$ cat config.mk
export PLATFORM = sky130hd
export DESIGN_NAME = bba_ctrl
export DESIGN_NICKNAME = d
export VERILOG_FILES = /design/src/sv/bba_pkg.sv /design/src/sv/bba_ctrl.sv
export SDC_FILE = /design/constraint.sdc
export NUM_CORES = 1
export LEC_CHECK = 0
export ABC_AREA = 1
export ABC_CLOCK_PERIOD_IN_PS = 1400
export BUFFER_PORTS_ARGS = -buffer_cell sky130_fd_sc_hd__buf_2
export CAP_MARGIN = 0
export CORE_ASPECT_RATIO = 0.9
export CORE_MARGIN = 8
export CORE_UTILIZATION = 30
export DETAILED_ROUTE_END_ITERATION = 7
export HOLD_SLACK_MARGIN = 0.12
export PLACE_DENSITY = 0.55
export SKIP_CTS_REPAIR_TIMING = 1
export SLEW_MARGIN = 20
export SYNTH_ARGS = -nofsm -noshare
export SYNTH_HDL_FRONTEND = slang
export SYNTH_SLANG_ARGS = --single-unit
$ cat constraint.sdc
create_clock -name clock -period 1.4 [get_ports clock]
set_input_delay 0.28 -clock clock [delete_from_list [all_inputs] [get_ports clock]]
set_output_delay 0.28 -clock clock [all_outputs]
set_load 0.05 [all_outputs]
$ cat src/sv/bba_pkg.sv
package bba_pkg;

   localparam int OUT_W       = 11;
   localparam int LG_W        = 4;
   localparam int CFG_W       = 4;
   localparam int ID_W        = 16;
   localparam int ORDER_RESET = 10;

   typedef enum logic [1:0] {
      KIND_ABSENT = 2'd0,
      KIND_FREE   = 2'd1,
      KIND_USED   = 2'd2,
      KIND_SPLIT  = 2'd3
   } kind_type;

   typedef enum logic [3:0] {
      ST_CLEAR,
      ST_IDLE,
      ST_START,
      ST_RD,
      ST_CHK,
      ST_UP,
      ST_RIGHT,
      ST_LEFT,
      ST_CO_TEST,
      ST_CO_CHK,
      ST_CO_W2,
      ST_CO_W3,
      ST_DONE
   } state_type;

   typedef enum logic [3:0] {
      WR_NONE,
      WR_CLEAR,
      WR_SPLIT,
      WR_RIGHT,
      WR_USED,
      WR_FREE,
      WR_ABS_SELF,
      WR_ABS_SIB,
      WR_PARENT
   } wr_type;

   typedef enum logic [1:0] {
      NAV_NONE,
      NAV_DOWN,
      NAV_UP
   } nav_type;

   typedef enum logic [1:0] {
      RES_NONE,
      RES_FAIL,
      RES_ALLOC,
      RES_FREE
   } res_type;

   typedef struct packed {
      logic    start;
      logic    rd_sib;
      wr_type  wr_op;
      nav_type nav;
      res_type res;
      logic    emit;
   } cmd_type;

   typedef struct packed {
      logic     cfg_wr;
      logic     clr_last;
      logic     op;
      logic     too_big;
      kind_type kind;
      logic     owner_match;
      logic     at_target;
      logic     below_order;
      logic     at_root;
      logic     idx_odd;
      logic     out_free;
   } status_type;

endpackage

$ cat src/sv/bba_ctrl.sv
module bba_ctrl
   import bba_pkg::*;
(
   input  logic       clock,
   input  logic       reset,
   input  logic       req_tvalid,
   output logic       req_tready,
   input  status_type status,
   output cmd_type    cmd
);

   state_type state_ff, state_in;

   always_ff @(posedge clock) begin
      if (reset) begin
         state_ff <= ST_CLEAR;
      end else begin
         state_ff <= state_in;
      end
   end

   always_comb begin
      state_in   = state_ff;
      cmd        = '0;
      req_tready = 1'b0;
      unique case (state_ff)
         ST_CLEAR: begin
            cmd.wr_op = WR_CLEAR;
            if (status.clr_last) begin
               state_in = ST_IDLE;
            end
         end
         ST_IDLE: begin
            req_tready = 1'b1;
            if (req_tvalid) begin
               cmd.start = 1'b1;
               state_in  = ST_START;
            end
         end
         ST_START: begin
            if (!status.op && status.too_big) begin
               cmd.res  = RES_FAIL;
               state_in = ST_DONE;
            end else begin
               state_in = ST_RD;
            end
         end
         ST_RD: state_in = ST_CHK;
         ST_CHK: begin
            if (!status.op) begin
               if (status.kind == KIND_FREE && status.at_target) begin
                  cmd.wr_op = WR_USED;
                  cmd.res   = RES_ALLOC;
                  state_in  = ST_DONE;
               end else if (status.kind == KIND_FREE) begin
                  state_in = ST_LEFT;
               end else if (status.kind == KIND_SPLIT && !status.at_target) begin
                  cmd.nav  = NAV_DOWN;
                  state_in = ST_RD;
               end else begin
                  state_in = ST_UP;
               end
            end else begin
               if (status.kind == KIND_USED && status.owner_match) begin
                  cmd.wr_op = WR_FREE;
                  state_in  = ST_CO_TEST;
               end else if (status.kind == KIND_SPLIT && status.below_order) begin
                  cmd.nav  = NAV_DOWN;
                  state_in = ST_RD;
               end else begin
                  state_in = ST_UP;
               end
            end
         end
         ST_UP: begin
            if (status.at_root) begin
               cmd.res  = RES_FAIL;
               state_in = ST_DONE;
            end else begin
               cmd.nav  = NAV_UP;
               state_in = status.idx_odd ? ST_UP : ST_RD;
            end
         end
         ST_LEFT: begin
            if (status.at_target) begin
               cmd.wr_op = WR_USED;
               cmd.res   = RES_ALLOC;
               state_in  = ST_DONE;
            end else begin
               cmd.wr_op = WR_SPLIT;
               state_in  = ST_RIGHT;
            end
         end
         ST_RIGHT: begin
            cmd.wr_op = WR_RIGHT;
            state_in  = ST_LEFT;
         end
         ST_CO_TEST: begin
            if (status.at_root) begin
               cmd.res  = RES_FREE;
               state_in = ST_DONE;
            end else begin
               cmd.rd_sib = 1'b1;
               state_in   = ST_CO_CHK;
            end
         end
         ST_CO_CHK: begin
            if (status.kind == KIND_FREE) begin
               cmd.wr_op = WR_ABS_SELF;
               state_in  = ST_CO_W2;
            end else begin
               cmd.res  = RES_FREE;
               state_in = ST_DONE;
            end
         end
         ST_CO_W2: begin
            cmd.wr_op = WR_ABS_SIB;
            state_in  = ST_CO_W3;
         end
         ST_CO_W3: begin
            cmd.wr_op = WR_PARENT;
            state_in  = ST_CO_TEST;
         end
         ST_DONE: begin
            if (status.out_free) begin
               cmd.emit = 1'b1;
               state_in = ST_IDLE;
            end
         end
         default: state_in = ST_CLEAR;
      endcase
      if (status.cfg_wr) begin
         state_in = ST_CLEAR;
      end
   end

   a_accept_idle: assert property (@(posedge clock) disable iff (reset)
      cmd.start |=> state_ff == ST_START || state_ff == ST_CLEAR)
      else $error("accept did not start a walk");

   a_emit_once: assert property (@(posedge clock) disable iff (reset)
      cmd.emit |=> !cmd.emit)
      else $error("two results for one transaction");

endmodule
==> results of run 1 <==
[worst max-delay path: stages (launching register included)]
cell     delay [ns]
dfxtp_2        0.34
inv_4          0.08
nand2_4        0.06
buf_6          0.12
nor3_4         0.20
inv_1          0.06
nand4_1        0.10
buf_6          0.17
[synth_stat cells]
library cell | n | share of area [%]
nand2_1 | 37 | 25
inv_1 | 25 | 17
nor2_1 | 22 | 15
nand3_1 | 15 | 13
o21ai_0 | 6 | 5.3
dfxtp_1 | 4 | 14
a21oi_1 | 2 | 1.8
nand4_1 | 2 | 2.2
nor3_1 | 2 | 1.8
nand2_2 | 1 | 1.1
nor2_2 | 1 | 1.1
nor2_4 | 1 | 2.0
or2_2 | 1 | 1.1
[how the worst max path moves through the flow]
stage / startpoint / end / slack (ns) / cells after the start
after floorplan: state_ff[1] / cmd[3] / -0.03 / 5
after global placement: state_ff[3] / cmd[1] / -0.12 / 5
after detailed placement: state_ff[3] / cmd[1] / -0.13 / 5
after CTS: state_ff[3] / cmd[1] / -0.41 / 5
after global routing: state_ff[1] / cmd[1] / -0.32 / 6
final: state_ff[1] / cmd[7] / -0.26 / 7
[cell families after synthesis]
logic type / Yosys count
buffers and inverters: 25
AOI/OAI and AO/OA: 8
and+or+nand+nor: 82
DFF: 4
[per-layer routing]
| layer | wire length, um | GRT usage (%) | vias up | share of wire [%] |
|---|---|---|---|---|
| li1 | - | - | 486 | - |
| met1 | 1050 | 15.0 | 387 | 43 |
| met4 | 16 | 3.90 | 0 | 0.66 |
| met3 | 63 | 1.57 | 4 | 2.6 |
| met2 | 1290 | 19.1 | 14 | 53 |
| met5 | 0 | 0 | - | 0 |
[power by group]
part           switching (uW)  internal (uW)
Sequential               5.23            113
Combinational            99.2           75.5
Clock                    51.4            107
[through the flow]
step,setup WS [ns],instances
global route,-0.321,206
CTS,-0.406,200
floorplan,-0.0345,119
global placement,-0.124,196
finish,-0.262,206
detailed placement,-0.129,196
[cell type report]
cell class	instances	share of cell area (%)
Clock buffer	4	2.07
Multi-Input combinational cell	90	41.3
Sequential cell	4	7.30
Tap cell	25	2.47
Inverter	25	7.59
Timing Repair Buffer	58	39.3
==> impl_metrics.json, run 1 <==
{
  "final_common_cell": "nand2_1",
  "crit_required_ns": 1.12,
  "dieWidth_um": 61.7,
  "synth_top_family_by_area": "simple AND/OR/NAND/NOR gates",
  "grt_setup_unrepaired": "yes",
  "seq_area_um2": 92.6,
  "io_pins": 27,
  "cts.clk_slew.worst_paths_ns": 0.05,
  "ys_warn_count": 0,
  "cellPowerDensity_nw_per_um2": 356,
  "die-area_um2": 3520,
  "grt_first_pass_wirelength_um": 3250,
  "largest_reg_flops": 4,
  "finalHoldViolations": 0,
  "areaGrowthSynthToFinish_pct": 125,
  "r2r_slack_ns": 0,
  "layout_common_cells": "nand2_1, buf_4, inv_1",
  "top_regs": "state_ff (4)",
  "drt-total-wl_um": 2420,
  "crit_fanout": 3,
  "cts_max_level": 1,
  "multi_input_area_um2": 524,
  "routedWlPerCell_um": 11.8,
  "synthXorXnorAreaFrac_pct": 0,
  "worst_slew_pin_slew_ns": 0.265,
  "ant_nets": 0,
  "status": "finished with violations",
  "io_buffer_count": 26,
  "antenna_found_initial": 0,
  "synth_cell_types": 13,
  "final_util_pct": 69.0,
  "slew_headroom_pct": 82.2,
  "fin_nets": 197,
  "fillers": 172,
  "drtIter0Drc": 19,
  "synth.area.mux_share_pct": 0,
  "synth_fa_ha_area_share_pct": 0,
  "post-route-cell-area_um2": 1270,
  "cp.arrival_ns": 1.38,
  "final.setup_skew_ns": 0.0139,
  "dp_hpwl_um": 1750,
  "cts_tree": "yes",
  "diodes": 0,
  "drt-vias-per-instance": 4.33,
  "min_path_type": "input port to flop",
  "end_kind": "output port",
  "track_usage_pct": 11.7,
  "die_h_um": 57.1,
  "hp-start": "reset",
  "r2r-start": "state_ff[1]",
  "num_vias": 891,
  "reg2regPathDepth": 10,
  "syn_nets": 134,
  "placed_cell_area_um2": 972,
  "fin_crit_ns": 1.66,
  "clock_sinks": 4,
  "critPathKind": "flop to output port",
  "layout_worst_path_cycle_share_pct": 119,
  "p_leak_uw": 0.000708,
  "cap_violations": 0,
  "r2r_end": "state_ff[1]",
  "regMostFlops": "state_ff",
  "min_path_cells": 4,
  "setup_violations": 13,
  "fp.coreArea_um2": 1840,
  "max-clock-path-buffers": 2,
  "clk_latency_ns": 0.24,
  "clock.fmax_mhz": 602,
  "netlist_area_um2": 563,
  "rows": 15,
  "hold_path_end": "state_ff[3]",
  "layout-drive-gt1-share_pct": 56.4,
  "violations": "negative setup slack",
  "cts_root_buffer": "clkbuf_4",
  "gp_congestion": 0.862,
  "overflow": 0,
  "finalSetupTns_ns": -1.84,
  "yosys.area_share.simple_pct": 62.0,
  "cp-start-kind": "flop",
  "cts_buffers": 3,
  "holdWs_ns": 0.290,
  "syn_avg_cell_area_um2": 4.73,
  "synth_seq_cells": 4,
  "worst_slack_ns": -0.262,
  "p_total_uw": 451,
  "synthCells": 119,
  "slew_violations": 0,
  "grt_max_degree": 7,
  "ir_drop_v": 0.000315,
  "drcViolationCount": 0,
  "first_global_vias": 769,
  "initial_core_util_pct": 30.6,
  "synth-compound-area-share_pct": 7.11,
  "yosysSeqAreaShare_pct": 14.2,
  "dr.pass1.iters": 4
}
No activity file was read; power rests on OpenSTA's default activity.
==> run 2, diff against run 1 <==
Settings changed: PLACE_DENSITY 0.55 to 0.65, SETUP_SLACK_MARGIN set to 0.1.
==> run 2 against run 1 <==
Compared with the run above: the flow still finishes with violations (negative setup slack); register-to-register slack hardly changed; count of clock-buffer cells in the layout decreased by 1; die area did not move; combinational power increased by 3%; non-clock buffer count shrank 4; worst hold slack better by 0.011 ns; cell count shrank 2.4%; setup slack lost 0.033 ns; sequential power is essentially flat; critical endpoint is now cmd[6].
==> impl_metrics.json, run 2 (same netlist as run 1, synthesis figures left out) <==
{
  "status": "finished with violations",
  "final_common_cell": "nand2_1",
  "ir_drop_v": 0.000334,
  "cts_root_buffer": "clkbuf_4",
  "clock.fmax_mhz": 590,
  "final.setup_skew_ns": 0.00141,
  "rows": 15,
  "max_stage_delay_ns": 0.33,
  "slowest_stage": "dfxtp_2",
  "grt_first_pass_wirelength_um": 3470,
  "io_pins": 27,
  "layout_worst_path_cycle_share_pct": 121,
  "dieWidth_um": 61.7,
  "violations": "negative setup slack",
  "ant_nets": 0,
  "critPathKind": "flop to output port",
  "largest_reg_flops": 4,
  "dpl_worst_slack_ns": -0.151,
  "setup_violations": 12,
  "clk_latency_ns": 0.23,
  "overflow": 0,
  "routedWlPerCell_um": 13.3,
  "cts_tree": "yes",
  "clock_sinks": 4,
  "die-area_um2": 3520,
  "top_regs": "state_ff (4)",
  "layout_common_cells": "nand2_1, buf_4, inv_1",
  "cts.clk_slew.worst_paths_ns": 0.04,
  "cap_violations": 0,
  "layout-drive-gt1-share_pct": 60.2,
  "min_path_type": "input port to flop",
  "fp.coreArea_um2": 1840,
  "max-clock-path-buffers": 2,
  "p_total_uw": 439,
  "worst_slew_pin_slew_ns": 0.329,
  "crit_top_cell": "nand2_1",
  "cellPowerDensity_nw_per_um2": 341,
  "holdWs_ns": 0.301,
  "crit_required_ns": 1.12,
  "cp.arrival_ns": 1.41,
  "dr.pass1.iters": 4,
  "die_h_um": 57.1,
  "cts_max_level": 1,
  "cp-start-kind": "flop",
  "worst_slack_ns": -0.295,
  "fin_crit_ns": 1.69,
  "drcViolationCount": 0,
  "first_global_vias": 866,
  "io_buffer_count": 26,
  "fin_nets": 193,
  "end_kind": "output port",
  "dp_hpwl_um": 1800,
  "crit_fanout": 3,
  "drtIter0Drc": 34,
  "slew_violations": 0,
  "grt_setup_unrepaired": "yes",
  "initial_core_util_pct": 30.6,
  "grt_max_degree": 7,
  "drt-vias-per-instance": 4.88,
  "track_usage_pct": 12.4,
  "drt-total-wl_um": 2670,
  "areaGrowthSynthToFinish_pct": 129,
  "antenna_found_initial": 0,
  "num_vias": 980,
  "slew_headroom_pct": 77.9,
  "p_leak_uw": 0.000691,
  "gp_congestion": 0.875,
  "diodes": 0,
  "finalHoldViolations": 0,
  "cts_buffers": 3,
  "cp_cell_sequence": "buf_6 -> nand2_1 -> nor2_2 -> nand2_1 -> nand2_1 -> nor2_2 -> inv_2 -> buf_8",
  "fillers": 146,
  "regMostFlops": "state_ff"
}
[run 2: changes by cell type in the layout (fill, tap and decap cells not counted), sizes merged]
cell / before / now
clkbuf: 4 / 3
buf: 58 / 54
[run 2: final cells by class]
class                      instances  area (um^2)  share of cell area (%)
timing repair buffer              54          472                    36.6
clock buffer                       3         22.5                    1.75
tap                               25         31.3                    2.43
sequential                         4         92.6                    7.18
multi-input combinational         90          567                    44.0
inverter                          25          104                    8.06
[run 2: path summary, 6_finish.rpt]
kind / slack (ns) / cells after the start / startpoint / end
min: 0.30 / 4 / reset / state_ff[3]
min reg2reg: 0.87 / 7 / state_ff[1] / state_ff[2]
max: -0.29 / 8 / state_ff[1] / cmd[6]
max reg2reg: 0.01 / 10 / state_ff[1] / state_ff[1]
[run 2: through the flow]
stage               utilization [%]  setup TNS, ns  instance area [um^2]  instances
global placement               51.6         -0.458                   948        195
detailed placement             51.6         -0.631                   948        195
global route                   70.1          -2.74                  1290        201
CTS                            52.8          -3.35                   971        198
finish                         70.1          -1.98                  1290        201
floorplan                         -        -0.0375                   599        119
[run 2: routing by layer]
| metal | GRT usage [%] | part of all wire (%) | up-vias |
|---|---|---|---|
| li1 | - | - | 478 |
| met1 | 15.1 | 39 | 461 |
| met2 | 21.4 | 54 | 35 |
| met3 | 1.35 | 5.6 | 6 |
| met4 | 3.90 | 1.5 | 0 |
| met5 | 0 | 0 | - |
[run 2: worst max-delay path, delay by kind of cell, from the launching register on]
family / cells / cell delay, ns
AND/OR/NAND/NOR: 5 / 0.53
flip-flops: 1 / 0.33
buffers and inverters: 3 / 0.33
[run 2: where the power goes]
part	internal, uW	switching (uW)
Combinational	73.3	106
Clock	95.7	44.8
Sequential	113	5.61
